File: src/hw/rtl/sqr_pkg.sv
`timescale 1ns / 1ps
// ----------------------------------------------------------------------------
// sqr_pkg
// Shared constants, register layout and CRC8 step for the sensor query
// responder.
// ----------------------------------------------------------------------------
package sqr_pkg;

   localparam int DEFAULT_REQUEST_LENGTH = 4;

   localparam logic [7:0] REQ_PREFIX   = 8'h31;
   localparam logic [7:0] REPLY_PREFIX = 8'h3E;
   localparam logic [7:0] OP_READ      = 8'h06;

   localparam int REPLY_LENGTH = 9;
   localparam int REPLY_IDX_W  = $clog2(REPLY_LENGTH);

   localparam int CSR_INDEX_W = 2;
   localparam int CSR_DATA_W  = 16;

   localparam logic [CSR_INDEX_W-1:0] CSR_DEVICE_ADDRESS = 2'd0;
   localparam logic [CSR_INDEX_W-1:0] CSR_TEMPERATURE    = 2'd1;
   localparam logic [CSR_INDEX_W-1:0] CSR_FUEL_LEVEL     = 2'd2;
   localparam logic [CSR_INDEX_W-1:0] CSR_FREQUENCY      = 2'd3;

   localparam logic [7:0]  RESET_DEVICE_ADDRESS = 8'd165;
   localparam logic [7:0]  RESET_TEMPERATURE    = 8'd28;
   localparam logic [15:0] RESET_FUEL_LEVEL     = 16'd4660;
   localparam logic [15:0] RESET_FREQUENCY      = 16'd22136;

   typedef struct packed {
      logic [7:0]  device_address;
      logic [7:0]  temperature;
      logic [15:0] fuel_level;
      logic [15:0] frequency;
   } cfg_type;

   // Contribution of each bit of (data ^ crc) to the next reflected CRC8 value
   localparam logic [7:0] CRC_BIT_TERMS [8] = '{
      8'h5e, 8'hbc, 8'h61, 8'hc2, 8'h9d, 8'h23, 8'h46, 8'h8c
   };

   function automatic logic [7:0] crc_update(input logic [7:0] crc,
                                             input logic [7:0] data);
      logic [7:0] mix;
      logic [7:0] next;
      mix  = crc ^ data;
      next = 8'h00;
      for (int b = 0; b < 8; b++) begin
         if (mix[b]) begin
            next = next ^ CRC_BIT_TERMS[b];
         end
      end
      return next;
   endfunction

endpackage

File: src/hw/rtl/sqr_frame_checker.sv
`timescale 1ns / 1ps
// ----------------------------------------------------------------------------
// sqr_frame_checker
// Counts received bytes into fixed-length request frames and checks prefix,
// operation and CRC on the fly; pulses frame_good after a valid frame.
// ----------------------------------------------------------------------------
module sqr_frame_checker #(
   parameter int REQUEST_LENGTH = sqr_pkg::DEFAULT_REQUEST_LENGTH
) (
   input  logic       clock,
   input  logic       reset,
   input  logic       byte_accept,
   input  logic [7:0] rx_byte,
   output logic       frame_good
);

   localparam int POS_W = $clog2(REQUEST_LENGTH);
   localparam logic [POS_W-1:0] POS_LAST = POS_W'(REQUEST_LENGTH - 1);
   localparam logic [POS_W-1:0] POS_OP   = POS_W'(2);

   logic [POS_W-1:0] pos_ff, pos_in;
   logic [7:0]       crc_ff, crc_in;
   logic             prefix_ok_ff, prefix_ok_in;
   logic             op_ok_ff, op_ok_in;
   logic             good_ff, good_in;
   logic             op_ok_now;

   always_comb begin
      pos_in       = pos_ff;
      crc_in       = crc_ff;
      prefix_ok_in = prefix_ok_ff;
      op_ok_in     = op_ok_ff;
      good_in      = 1'b0;
      // on short frames the operation byte is also the last byte
      op_ok_now    = (pos_ff == POS_OP) ? (rx_byte == sqr_pkg::OP_READ) : op_ok_ff;
      if (byte_accept) begin
         if (pos_ff == '0) begin
            prefix_ok_in = (rx_byte == sqr_pkg::REQ_PREFIX);
            crc_in       = 8'h00;
         end else if (pos_ff != POS_LAST) begin
            crc_in = sqr_pkg::crc_update(crc_ff, rx_byte);
         end
         if (pos_ff == POS_OP) begin
            op_ok_in = (rx_byte == sqr_pkg::OP_READ);
         end
         if (pos_ff == POS_LAST) begin
            pos_in  = '0;
            good_in = prefix_ok_ff && (rx_byte == crc_ff) && op_ok_now;
         end else begin
            pos_in = pos_ff + POS_W'(1);
         end
      end
   end

   always_ff @(posedge clock) begin
      if (reset) begin
         pos_ff       <= '0;
         crc_ff       <= 8'h00;
         prefix_ok_ff <= 1'b0;
         op_ok_ff     <= 1'b0;
         good_ff      <= 1'b0;
      end else begin
         pos_ff       <= pos_in;
         crc_ff       <= crc_in;
         prefix_ok_ff <= prefix_ok_in;
         op_ok_ff     <= op_ok_in;
         good_ff      <= good_in;
      end
   end

   assign frame_good = good_ff;

   a_good_after_last: assert property (@(posedge clock) disable iff (reset)
      good_ff |-> $past(byte_accept) && $past(pos_ff) == POS_LAST)
      else $error("frame_good without a completed frame");

   a_pos_range: assert property (@(posedge clock) disable iff (reset)
      pos_ff <= POS_LAST)
      else $error("frame position beyond frame length");

endmodule

File: src/hw/rtl/sqr_reply_gen.sv
`timescale 1ns / 1ps
// ----------------------------------------------------------------------------
// sqr_reply_gen
// Sends the 9-byte reply for each good request, one byte per handshake,
// with the CRC built as bytes go out. Holds one further reply pending.
// ----------------------------------------------------------------------------
module sqr_reply_gen (
   input  logic             clock,
   input  logic             reset,
   input  logic             frame_good,
   input  sqr_pkg::cfg_type cfg,
   output logic             busy_full,
   output logic             rsp_valid,
   input  logic             rsp_ready,
   output logic [7:0]       rsp_tx_byte,
   output logic             rsp_last_byte
);

   localparam int IDX_W = sqr_pkg::REPLY_IDX_W;
   localparam logic [IDX_W-1:0] IDX_LAST = IDX_W'(sqr_pkg::REPLY_LENGTH - 1);

   logic             active_ff, active_in;
   logic             pending_ff, pending_in;
   logic [IDX_W-1:0] idx_ff, idx_in;
   logic [7:0]       crc_ff, crc_in;
   logic [7:0]       reply_bytes [sqr_pkg::REPLY_LENGTH];
   logic             take, finish;

   always_comb begin
      reply_bytes[0] = sqr_pkg::REPLY_PREFIX;
      reply_bytes[1] = cfg.device_address;
      reply_bytes[2] = sqr_pkg::OP_READ;
      reply_bytes[3] = cfg.temperature;
      reply_bytes[4] = cfg.fuel_level[7:0];
      reply_bytes[5] = cfg.fuel_level[15:8];
      reply_bytes[6] = cfg.frequency[7:0];
      reply_bytes[7] = cfg.frequency[15:8];
      reply_bytes[8] = crc_ff;
   end

   assign take   = active_ff && rsp_ready;
   assign finish = take && (idx_ff == IDX_LAST);

   always_comb begin
      active_in  = active_ff;
      pending_in = pending_ff;
      idx_in     = idx_ff;
      crc_in     = crc_ff;
      if (finish) begin
         // restart at once if another reply waits
         if (pending_ff || frame_good) begin
            idx_in = '0;
            crc_in = 8'h00;
         end else begin
            active_in = 1'b0;
         end
         pending_in = 1'b0;
      end else begin
         if (take) begin
            idx_in = idx_ff + IDX_W'(1);
            if (idx_ff != '0) begin
               crc_in = sqr_pkg::crc_update(crc_ff, rsp_tx_byte);
            end
         end
         if (frame_good) begin
            if (active_ff) begin
               pending_in = 1'b1;
            end else begin
               active_in = 1'b1;
               idx_in    = '0;
               crc_in    = 8'h00;
            end
         end
      end
   end

   always_ff @(posedge clock) begin
      if (reset) begin
         active_ff  <= 1'b0;
         pending_ff <= 1'b0;
         idx_ff     <= '0;
         crc_ff     <= 8'h00;
      end else begin
         active_ff  <= active_in;
         pending_ff <= pending_in;
         idx_ff     <= idx_in;
         crc_ff     <= crc_in;
      end
   end

   assign busy_full     = pending_ff;
   assign rsp_valid     = active_ff;
   assign rsp_tx_byte   = reply_bytes[idx_ff];
   assign rsp_last_byte = (idx_ff == IDX_LAST);

   a_pending_needs_active: assert property (@(posedge clock) disable iff (reset)
      pending_ff |-> active_ff)
      else $error("reply pending while no reply in progress");

   a_no_overflow: assert property (@(posedge clock) disable iff (reset)
      frame_good |-> !pending_ff)
      else $error("good frame arrived with a reply already pending");

   a_idx_range: assert property (@(posedge clock) disable iff (reset)
      active_ff |-> idx_ff <= IDX_LAST)
      else $error("reply index beyond reply length");

endmodule

File: src/hw/rtl/sensor_query_responder.sv
`timescale 1ns / 1ps
// ----------------------------------------------------------------------------
// sensor_query_responder
// Answers fixed-length read requests from a serial byte stream with a
// 9-byte sensor reply.
// ----------------------------------------------------------------------------
// Usage:
//   req_*  : received bytes, one per valid/ready handshake. Bytes are counted
//            into frames of REQUEST_LENGTH bytes with no resynchronization.
//   rsp_*  : reply bytes, one per handshake; rsp_last_byte marks the ninth.
//   csr_*  : register writes (device address, temperature, level, frequency),
//            taken at once on csr_write_enable; write only while idle.
// Reply start: the first reply byte becomes valid once the last request
//   byte has passed the frame_good register and the reply-active register.
// Throughput: one request byte per cycle while req_ready is high; CRC and
//   checks are built as bytes arrive, so no frame buffer is read at the end.
//   One reply can wait behind the one being sent, holding req_ready low.
// Reset: frame position returns to zero, registers take their reset values,
//   and no reply is in progress.
// Stall: a stalled receiver holds the current reply byte; request bytes keep
//   being accepted until a second reply is queued.
// ----------------------------------------------------------------------------
module sensor_query_responder #(
   parameter int REQUEST_LENGTH = sqr_pkg::DEFAULT_REQUEST_LENGTH
) (
   input  logic                               clock,
   input  logic                               reset,
   input  logic                               req_valid,
   output logic                               req_ready,
   input  logic [7:0]                         req_rx_byte,
   output logic                               rsp_valid,
   input  logic                               rsp_ready,
   output logic [7:0]                         rsp_tx_byte,
   output logic                               rsp_last_byte,
   input  logic                               csr_write_enable,
   input  logic [sqr_pkg::CSR_INDEX_W-1:0]    csr_index,
   input  logic [sqr_pkg::CSR_DATA_W-1:0]     csr_write_data
);

   sqr_pkg::cfg_type cfg_ff, cfg_in;
   logic             frame_good;
   logic             busy_full;

   always_comb begin
      cfg_in = cfg_ff;
      if (csr_write_enable) begin
         unique case (csr_index)
            sqr_pkg::CSR_DEVICE_ADDRESS: cfg_in.device_address = csr_write_data[7:0];
            sqr_pkg::CSR_TEMPERATURE:    cfg_in.temperature    = csr_write_data[7:0];
            sqr_pkg::CSR_FUEL_LEVEL:     cfg_in.fuel_level     = csr_write_data;
            sqr_pkg::CSR_FREQUENCY:      cfg_in.frequency      = csr_write_data;
            default:                     cfg_in = cfg_ff;
         endcase
      end
   end

   always_ff @(posedge clock) begin
      if (reset) begin
         cfg_ff.device_address <= sqr_pkg::RESET_DEVICE_ADDRESS;
         cfg_ff.temperature    <= sqr_pkg::RESET_TEMPERATURE;
         cfg_ff.fuel_level     <= sqr_pkg::RESET_FUEL_LEVEL;
         cfg_ff.frequency      <= sqr_pkg::RESET_FREQUENCY;
      end else begin
         cfg_ff <= cfg_in;
      end
   end

   assign req_ready = !busy_full;

   sqr_frame_checker #(
      .REQUEST_LENGTH(REQUEST_LENGTH)
   ) u_checker (
      .clock      (clock),
      .reset      (reset),
      .byte_accept(req_valid && req_ready),
      .rx_byte    (req_rx_byte),
      .frame_good (frame_good)
   );

   sqr_reply_gen u_reply (
      .clock        (clock),
      .reset        (reset),
      .frame_good   (frame_good),
      .cfg          (cfg_ff),
      .busy_full    (busy_full),
      .rsp_valid    (rsp_valid),
      .rsp_ready    (rsp_ready),
      .rsp_tx_byte  (rsp_tx_byte),
      .rsp_last_byte(rsp_last_byte)
   );

endmodule
File: config.mk
export PLATFORM = sky130hd
export DESIGN_NAME = sensor_query_responder
export DESIGN_NICKNAME = d
export VERILOG_FILES = /design/src/hw/rtl/sqr_pkg.sv /design/src/hw/rtl/sqr_frame_checker.sv /design/src/hw/rtl/sqr_reply_gen.sv /design/src/hw/rtl/sensor_query_responder.sv
export SDC_FILE = /design/constraint.sdc
export NUM_CORES = 1
export LEC_CHECK = 0
export BUFFER_PORTS_ARGS = -buffer_cell sky130_fd_sc_hd__buf_2
export CAP_MARGIN = 20
export CORE_UTILIZATION = 60
export CTS_BUF_LIST = sky130_fd_sc_hd__clkbuf_8
export CTS_CLUSTER_DIAMETER = 200
export DETAILED_ROUTE_END_ITERATION = 8
export PLACE_DENSITY = 0.91
export SLEW_MARGIN = 15
export SYNTH_ARGS = -nofsm -noshare
export SYNTH_HDL_FRONTEND = slang
export SYNTH_SLANG_ARGS = --single-unit
File: constraint.sdc
create_clock -name clock -period 7.2 [get_ports clock]
set_clock_uncertainty 0.2 [all_clocks]
set_input_delay 0.36 -clock clock [delete_from_list [all_inputs] [get_ports clock]]
set_output_delay 0.36 -clock clock [all_outputs]
set_load 0.05 [all_outputs]
==> results.sh, run 1 <==
export IMPL_crit_start="u_reply.idx_ff[0]"
export IMPL_async_reset_ff_frac=0
export IMPL_seqPwrFrac=0.492
export IMPL_clock_latency_ns=0.36
export IMPL_final_cell_mix="nand2_1 (109), dfxtp_1 (75), buf_2 (41), a21oi_1 (35), nor2_1 (31)"
export IMPL_start_util=0.6236
export IMPL_path_class="flip-flop to flip-flop"
export IMPL_p_comb_frac=0.120
export IMPL_cts_buffers_inserted=9
export IMPL_core_sq_um=6350
export IMPL_netlist_area_sq_um=3960
export IMPL_clkSinkCount=75
export IMPL_dp_worst_setup_slack_ns=4.108
export IMPL_busiest_layer="met2"
export IMPL_cts_setup_buffers=0
export IMPL_use_met2=0.4613
export IMPL_ys_seq_area_frac=0.3791
export IMPL_hold_start="csr_write_data[12]"
export IMPL_cts_resized=0
export IMPL_critical_path_arrival_ns=3.22
export IMPL_grtUsageMet1=0.3687
export IMPL_htreeDepth=3
export IMPL_num_io_pins=42
export IMPL_dieArea_sq_um=6929
export IMPL_path_max_fanout=19
export IMPL_fmax_mhz=318.2
export IMPL_rsz0062_at_grt="no"
export IMPL_drt_initial_drc_count=381
export IMPL_synth_edf_count=0
export IMPL_fin_setup_tns_ns=0
export IMPL_power_internal_mw=0.6434
export IMPL_finalPower_mw=0.8936
export IMPL_hold_violations=0
export IMPL_power_switching_mw=0.2502
export IMPL_firstDrtPassIters=5
export IMPL_drt_wl_total_mm=9.413
export IMPL_post_route_min_period_ns=3.143
export IMPL_yosysWarningCount=0
export IMPL_gp_congestion=0.8796
export IMPL_period_share=0.4365
export IMPL_synthDistinctLibCells=59
export IMPL_critical_path_top_delay_family="flip-flops"
export IMPL_finalNetCount=523
export IMPL_hold_buffers=0
export IMPL_gr_total_overflow=0
export IMPL_grt_pass1_wl_mm=15.81
export IMPL_num_rows=29
export IMPL_ys_seq_elements=75
export IMPL_place_inst=551
export IMPL_worstSetupEndpointType="flip-flop"
export IMPL_fin_cells=568
export IMPL_required_ns=7.28
export IMPL_track_usage=0.2829
export IMPL_r2r_start="u_reply.idx_ff[0]"
export IMPL_drc=0
export IMPL_antenna_cells=0
export IMPL_critPathMaxStageDelay_ns=0.86
export IMPL_worstMarginPinSlew_ns=0.8154
export IMPL_avgSynthCellArea_sq_um=8.703
export IMPL_port_buffers=41
export IMPL_drv_cap=0
export IMPL_crit_chain="nor2b_1 -> a22oi_1 -> nand3_1 -> mux2i_2 -> xnor3_2 -> xor2_1 -> a221oi_2"
export IMPL_grt_max_degree=70
export IMPL_antenna_found_initial=0
export IMPL_dp_hpwl_mm=6.456
export IMPL_post_drt_wl_per_cell_microns=16.57
export IMPL_worst_slack_ns=4.057
export IMPL_finalSetupViolations=0
export IMPL_timing_critical_path_from_type="flip-flop"
export IMPL_switching_share=0.2800
export IMPL_final_fill_count=469
export IMPL_syn_nets=492
export IMPL_die_h_microns=83.24
export IMPL_power_leakage_nw=1.668
export IMPL_syn_inst=455
export IMPL_cts_tree="yes"
export IMPL_die_w_microns=83.24
export IMPL_clkTransAtPathRegs_ns=0.10
export IMPL_layout_commonest_cell="nand2_1"
export IMPL_peakVddDrop_v=0.0001549
export IMPL_first_global_vias=3327
export IMPL_ant_nets=0
export IMPL_hp_class="input port to flip-flop"
export IMPL_met3_usage=0.06064
export IMPL_cts_root_buf="clkbuf_8"
export IMPL_vias_per_cell=6.055
export IMPL_power_density_nw_per_um2=204.4
export IMPL_power_frac_clock=0.388
export IMPL_relSlewSlack=0.4557
export IMPL_finalMaxSlewViolations=0
export IMPL_critPathBufInv=0
export IMPL_cp_slowest_cell="dfxtp_1"
export IMPL_synth_main_ff_cell="dfxtp_1"
export IMPL_drive_gt1_frac=0.1792
export IMPL_syn2layout_area_growth_pct=10.39
export IMPL_status="finished clean"
export IMPL_max_clock_path_buffers=2
export IMPL_dr_total_vias=3439
==> cells in the mapped netlist, drive strengths merged, types with 4 or more instances <==
cell type  count  share of area
nand2        109           0.10
dfxtp         75           0.38
a21oi         35          0.044
nor2          32          0.031
xnor2         23          0.053
mux2i         19          0.053
nand3b        18          0.034
clkbuf        17          0.017
xor2          13          0.029
a22oi         10          0.020
nor2b          9          0.014
buf            7          0.016
nor3           7          0.013
ha             6          0.019
inv            6         0.0057
a211o          5          0.011
a22o           5          0.011
mux4           5          0.028
nand3          5         0.0063
nand4          5         0.0079
o21ai          5         0.0063
mux2           4          0.011
nand2b         4         0.0063
==> per-layer routing <==
metal | up-vias | wire length [microns]
met3 | 18 | 602
li1 | 1633 | -
met5 | - | 0
met4 | 0 | 175
met1 | 1648 | 4107
met2 | 140 | 4529
==> path summary, 6_finish.rpt <==
path	endpoint	slack, ns	cells after the start
setup reg to reg	u_reply.crc_ff[2]	4.06	7
hold reg to reg	cfg_ff[33]	0.26	2
hold / removal	cfg_ff[28]	0.01	3
setup / recovery	u_reply.crc_ff[2]	4.06	7
==> registers in the layout, indices dropped and copies added, names as in the netlist <==
name,cells
u_reply.rsp_valid,1
u_reply.idx_ff,4
u_checker.frame_good,1
u_checker.crc_ff,8
u_checker.op_ok_ff,1
u_checker.prefix_ok_ff,1
u_checker.pos_ff,2
cfg_ff,48
u_reply.busy_full,1
u_reply.crc_ff,8
==> metrics by stage <==
stage / instance area [sq um] / hold slack, ns / util
6_report: 4372 / 0.01223 / 0.6885
3_3_place_gp: 4144 / 0.2387 / 0.6526
5_1_grt: 4372 / 0.02324 / 0.6885
3_5_place_dp: 4144 / 0.2465 / 0.6526
2_1_floorplan: 3960 / 0.2320 / -
4_1_cts: 4352 / 0.01652 / 0.6853
==> kinds of logic (layout without fill, tap and decap cells) <==
kind of cell / after synthesis / in the layout / share of synthesized area
compound gates: 72 / 72 / 0.1257
xor+xnor: 38 / 38 / 0.09321
fa+ha+maj: 6 / 6 / 0.01896
buf+inv: 31 / 67 / 0.04012
flops: 75 / 75 / 0.3791
mux: 28 / 28 / 0.09289
simple gates: 205 / 205 / 0.2499
==> power by group through the flow <==
stage,sequential [mW],clock [mW],combinational (mW)
floorplan,0.446,0,0.0761
global placement,0.448,0,0.0993
detailed placement,0.449,0,0.103
CTS,0.439,0.346,0.105
global route,0.442,0.368,0.118
finish,0.440,0.346,0.107
==> final cells by class <==
type | count | area [sq um] | area share
flip-flops and latches | 75 | 1501 | 0.3434
clock buffers | 9 | 123.9 | 0.02833
inverters | 7 | 26.28 | 0.006010
multi-input cells | 349 | 2300 | 0.5260
repair buffers | 44 | 240.2 | 0.05495
well taps | 77 | 96.34 | 0.02204
clock inverters | 7 | 83.83 | 0.01918
==> worst reg2reg max path: stages, from the launching register on <==
cell and delay (ns):
dfxtp_1 0.86, nor2b_1 0.37, a22oi_1 0.15, nand3_1 0.16
mux2i_2 0.34, xnor3_2 0.53, xor2_1 0.17, a221oi_2 0.27
(Power assumes the default switching activity.)
==> inputs of run 2 (changes only) <==
--- a/config.mk
+++ b/config.mk
@@ -7,11 +7,11 @@
 export LEC_CHECK = 0
 export BUFFER_PORTS_ARGS = -buffer_cell sky130_fd_sc_hd__buf_2
 export CAP_MARGIN = 20
-export CORE_UTILIZATION = 60
+export CORE_UTILIZATION = 55
 export CTS_BUF_LIST = sky130_fd_sc_hd__clkbuf_8
 export CTS_CLUSTER_DIAMETER = 200
 export DETAILED_ROUTE_END_ITERATION = 8
-export PLACE_DENSITY = 0.91
+export PLACE_DENSITY = 0.88
 export SLEW_MARGIN = 15
 export SYNTH_ARGS = -nofsm -noshare
 export SYNTH_HDL_FRONTEND = slang
==> constraint.sdc (replaced) <==
create_clock -name clock -period 2.7 [get_ports clock]
set_clock_uncertainty 0.2 [all_clocks]
set_input_delay 0.135 -clock clock [delete_from_list [all_inputs] [get_ports clock]]
set_output_delay 0.135 -clock clock [all_outputs]
set_load 0.05 [all_outputs]
==> run 2 against run 1 <==
Against the previous run:
- largest cell class unchanged
- non-clock buffer count up 37
- sequential power grew to 2.7 times the previous value
- cell count increased by 9.9%
- core utilization increased by 0.37 points
- critical path depth rose by 1
- sequential share of layout area decreased by 2.7 points
- total power rose to 2.7 times the previous value
- largest power group unchanged
- clock power rose to 2.7 times the previous value
- wire length up 13%
- count of clock-buffer cells in the layout unchanged
- fmax up 21%
- final area grew 8.8%
==> results.sh, run 2 (synthesized netlist as in run 1, its figures left out) <==
export IMPL_dieArea_sq_um=7544
export IMPL_start_util=0.5765
export IMPL_dpl_cell_area_sq_um=4303
export IMPL_final_fill_count=477
export IMPL_fin_setup_tns_ns=0
export IMPL_r2r_cells=8
export IMPL_post_route_min_period_ns=2.606
export IMPL_first_global_vias=3529
export IMPL_top_regs="cfg_ff x48, u_checker.crc_ff x8, u_reply.crc_ff x8"
export IMPL_timing_critical_path_from_type="flip-flop"
export IMPL_die_h_microns=86.86
export IMPL_max_clock_path_buffers=2
export IMPL_finalSetupViolations=0
export IMPL_core_sq_um=6869
export IMPL_gp_congestion=0.9385
export IMPL_post_drt_wl_per_cell_microns=16.98
export IMPL_rrSetupSlack_ns=0.09
export IMPL_finalNetCount=560
export IMPL_num_io_pins=42
export IMPL_worst_path_stages=8
export IMPL_antenna_cells=0
export IMPL_cp_slowest_cell="dfxtp_2"
export IMPL_antenna_found_initial=0
export IMPL_crit_chain="buf_4 -> inv_1 -> o21ai_0 -> a311oi_2 -> mux2i_1 -> xor2_1 -> xor2_1 -> a22o_1"
export IMPL_fin_area_sq_um=4755
export IMPL_clkTransAtPathRegs_ns=0.09
export IMPL_port_buffers=41
export IMPL_utilization=0.6922
export IMPL_crit_start="u_reply.idx_ff[0]"
export IMPL_drt_initial_drc_count=423
export IMPL_gr_total_overflow=0
export IMPL_path_common_cell="xor2_1"
export IMPL_hp_class="input port to flip-flop"
export IMPL_drv_cap=0
export IMPL_grt_max_degree=40
export IMPL_cts_tree="yes"
export IMPL_r2r_start="u_reply.idx_ff[0]"
export IMPL_ant_nets=0
export IMPL_dr_total_vias=3682
export IMPL_path_max_fanout=9
export IMPL_firstDrtPassIters=6
export IMPL_critical_path_top_delay_family="compound AO/OA/AOI/OAI gates"
export IMPL_power_leakage_nw=1.847
export IMPL_syn2layout_area_growth_pct=20.06
export IMPL_grt_pass1_wl_mm=16.90
export IMPL_clkSinkCount=75
export IMPL_worstMarginPinSlew_ns=0.7269
export IMPL_drive_gt1_frac=0.2140
export IMPL_worstSetupEndpointType="flip-flop"
export IMPL_regMostFlops="cfg_ff"
export IMPL_period_share=0.9653
export IMPL_power_density_nw_per_um2=509.2
export IMPL_critical_path_arrival_ns=2.68
export IMPL_finalMaxSlewViolations=0
export IMPL_num_rows=30
export IMPL_cts_root_buf="clkbuf_8"
export IMPL_status="finished clean"
export IMPL_track_usage=0.2943
export IMPL_drc=0
export IMPL_hold_violations=0
export IMPL_cts_buffers_inserted=9
export IMPL_final_cell_mix="nand2_1 (109), dfxtp_1 (73), buf_2 (41), a21oi_1 (35), nor2_1 (30)"
export IMPL_drt_wl_total_mm=10.59
export IMPL_required_ns=2.77
export IMPL_fmax_mhz=383.7
export IMPL_worst_slack_ns=0.09366
export IMPL_crit_end="u_reply.crc_ff[5]"
export IMPL_vias_per_cell=5.901
export IMPL_dp_hpwl_mm=7.039
export IMPL_clock_latency_ns=0.37
export IMPL_dp_worst_setup_slack_ns=-0.01928
export IMPL_largest_reg_flops=48
export IMPL_reg2reg_to="u_reply.crc_ff[5]"
export IMPL_die_w_microns=86.86
export IMPL_layout_commonest_cell="nand2_1"
export IMPL_path_class="flip-flop to flip-flop"
export IMPL_critPathBufInv=2
export IMPL_peakVddDrop_v=0.0005009
export IMPL_critPathMaxStageDelay_ns=0.39
export IMPL_relSlewSlack=0.5140
export IMPL_htreeDepth=3
==> run 2: cell types whose count changed in the layout (fill, tap and decap cells not counted), moves of 2 or more <==
| cell | delta |
|---|---|
| dfxtp_2 | +2 |
| dfxtp_1 | -2 |
| dlygate4sd3_1 | +20 |
| mux2i_1 | -2 |
| buf_4 | +17 |
| mux2i_2 | +2 |
==> run 2: how the worst min path moves through the flow <==
stage | startpoint | end | slack, ns | depth (start not counted)
after CTS | req_rx_byte[3] | u_checker.frame_good | 0.02 | 3
after floorplan | csr_write_data[0] | cfg_ff[40] | 0.05 | 1
after detailed placement | csr_write_data[12] | cfg_ff[28] | 0.16 | 3
after global routing | req_rx_byte[3] | u_checker.frame_good | 0.04 | 3
after global placement | csr_write_data[12] | cfg_ff[28] | 0.16 | 3
final | req_rx_byte[3] | u_checker.frame_good | 0.03 | 3
==> run 2: repair_timing <==
action | CTS | global route
hold buffers | 20 | 0
endpoints found under the setup margin | 2 | 8
setup buffers | 0 | 2
gates resized for setup | 1 | 7
hold endpoints to repair | 51 | 0
pin swaps | 0 | 2
==> run 2: through the flow <==
stage               total power, mW  instances  hold WS, ns
finish                        2.421        624      0.02910
global route                  2.507        624      0.04224
global placement              1.466        586       0.1571
floorplan                     1.392        455      0.05286
detailed placement            1.482        586       0.1636
CTS                           2.407        622      0.01569
==> run 2: area by class of cell <==
cell class	instances	area, sq um	share of cell area
Clock inverter	7	83.83	0.01763
Sequential cell	75	1504	0.3163
Inverter	7	26.28	0.005526
Timing Repair Buffer	81	568.0	0.1195
Clock buffer	9	123.9	0.02605
Multi-Input combinational cell	349	2328	0.4897
Tap cell	96	120.1	0.02526
==> run 2: worst register-to-register path: cells and delay by family, from the launching register on <==
family	cells	cell delay, ns
compound gates	3	0.83
xor+xnor	2	0.39
buf+inv	2	0.35
flops	1	0.39
mux	1	0.35
==> run 2: layer usage <==
metal / global-route usage / wire, microns
met4: 0.1424 / 376
met5: 0 / 0
met3: 0.08246 / 782
met1: 0.3665 / 4348
met2: 0.4703 / 5086
==> run 2: power by group <==
part | switching, mW | internal (mW) | leakage, nW
logic | 0.173 | 0.142 | 1.13
clock network | 0.485 | 0.444 | 0.103
registers | 0.0292 | 1.15 | 0.611
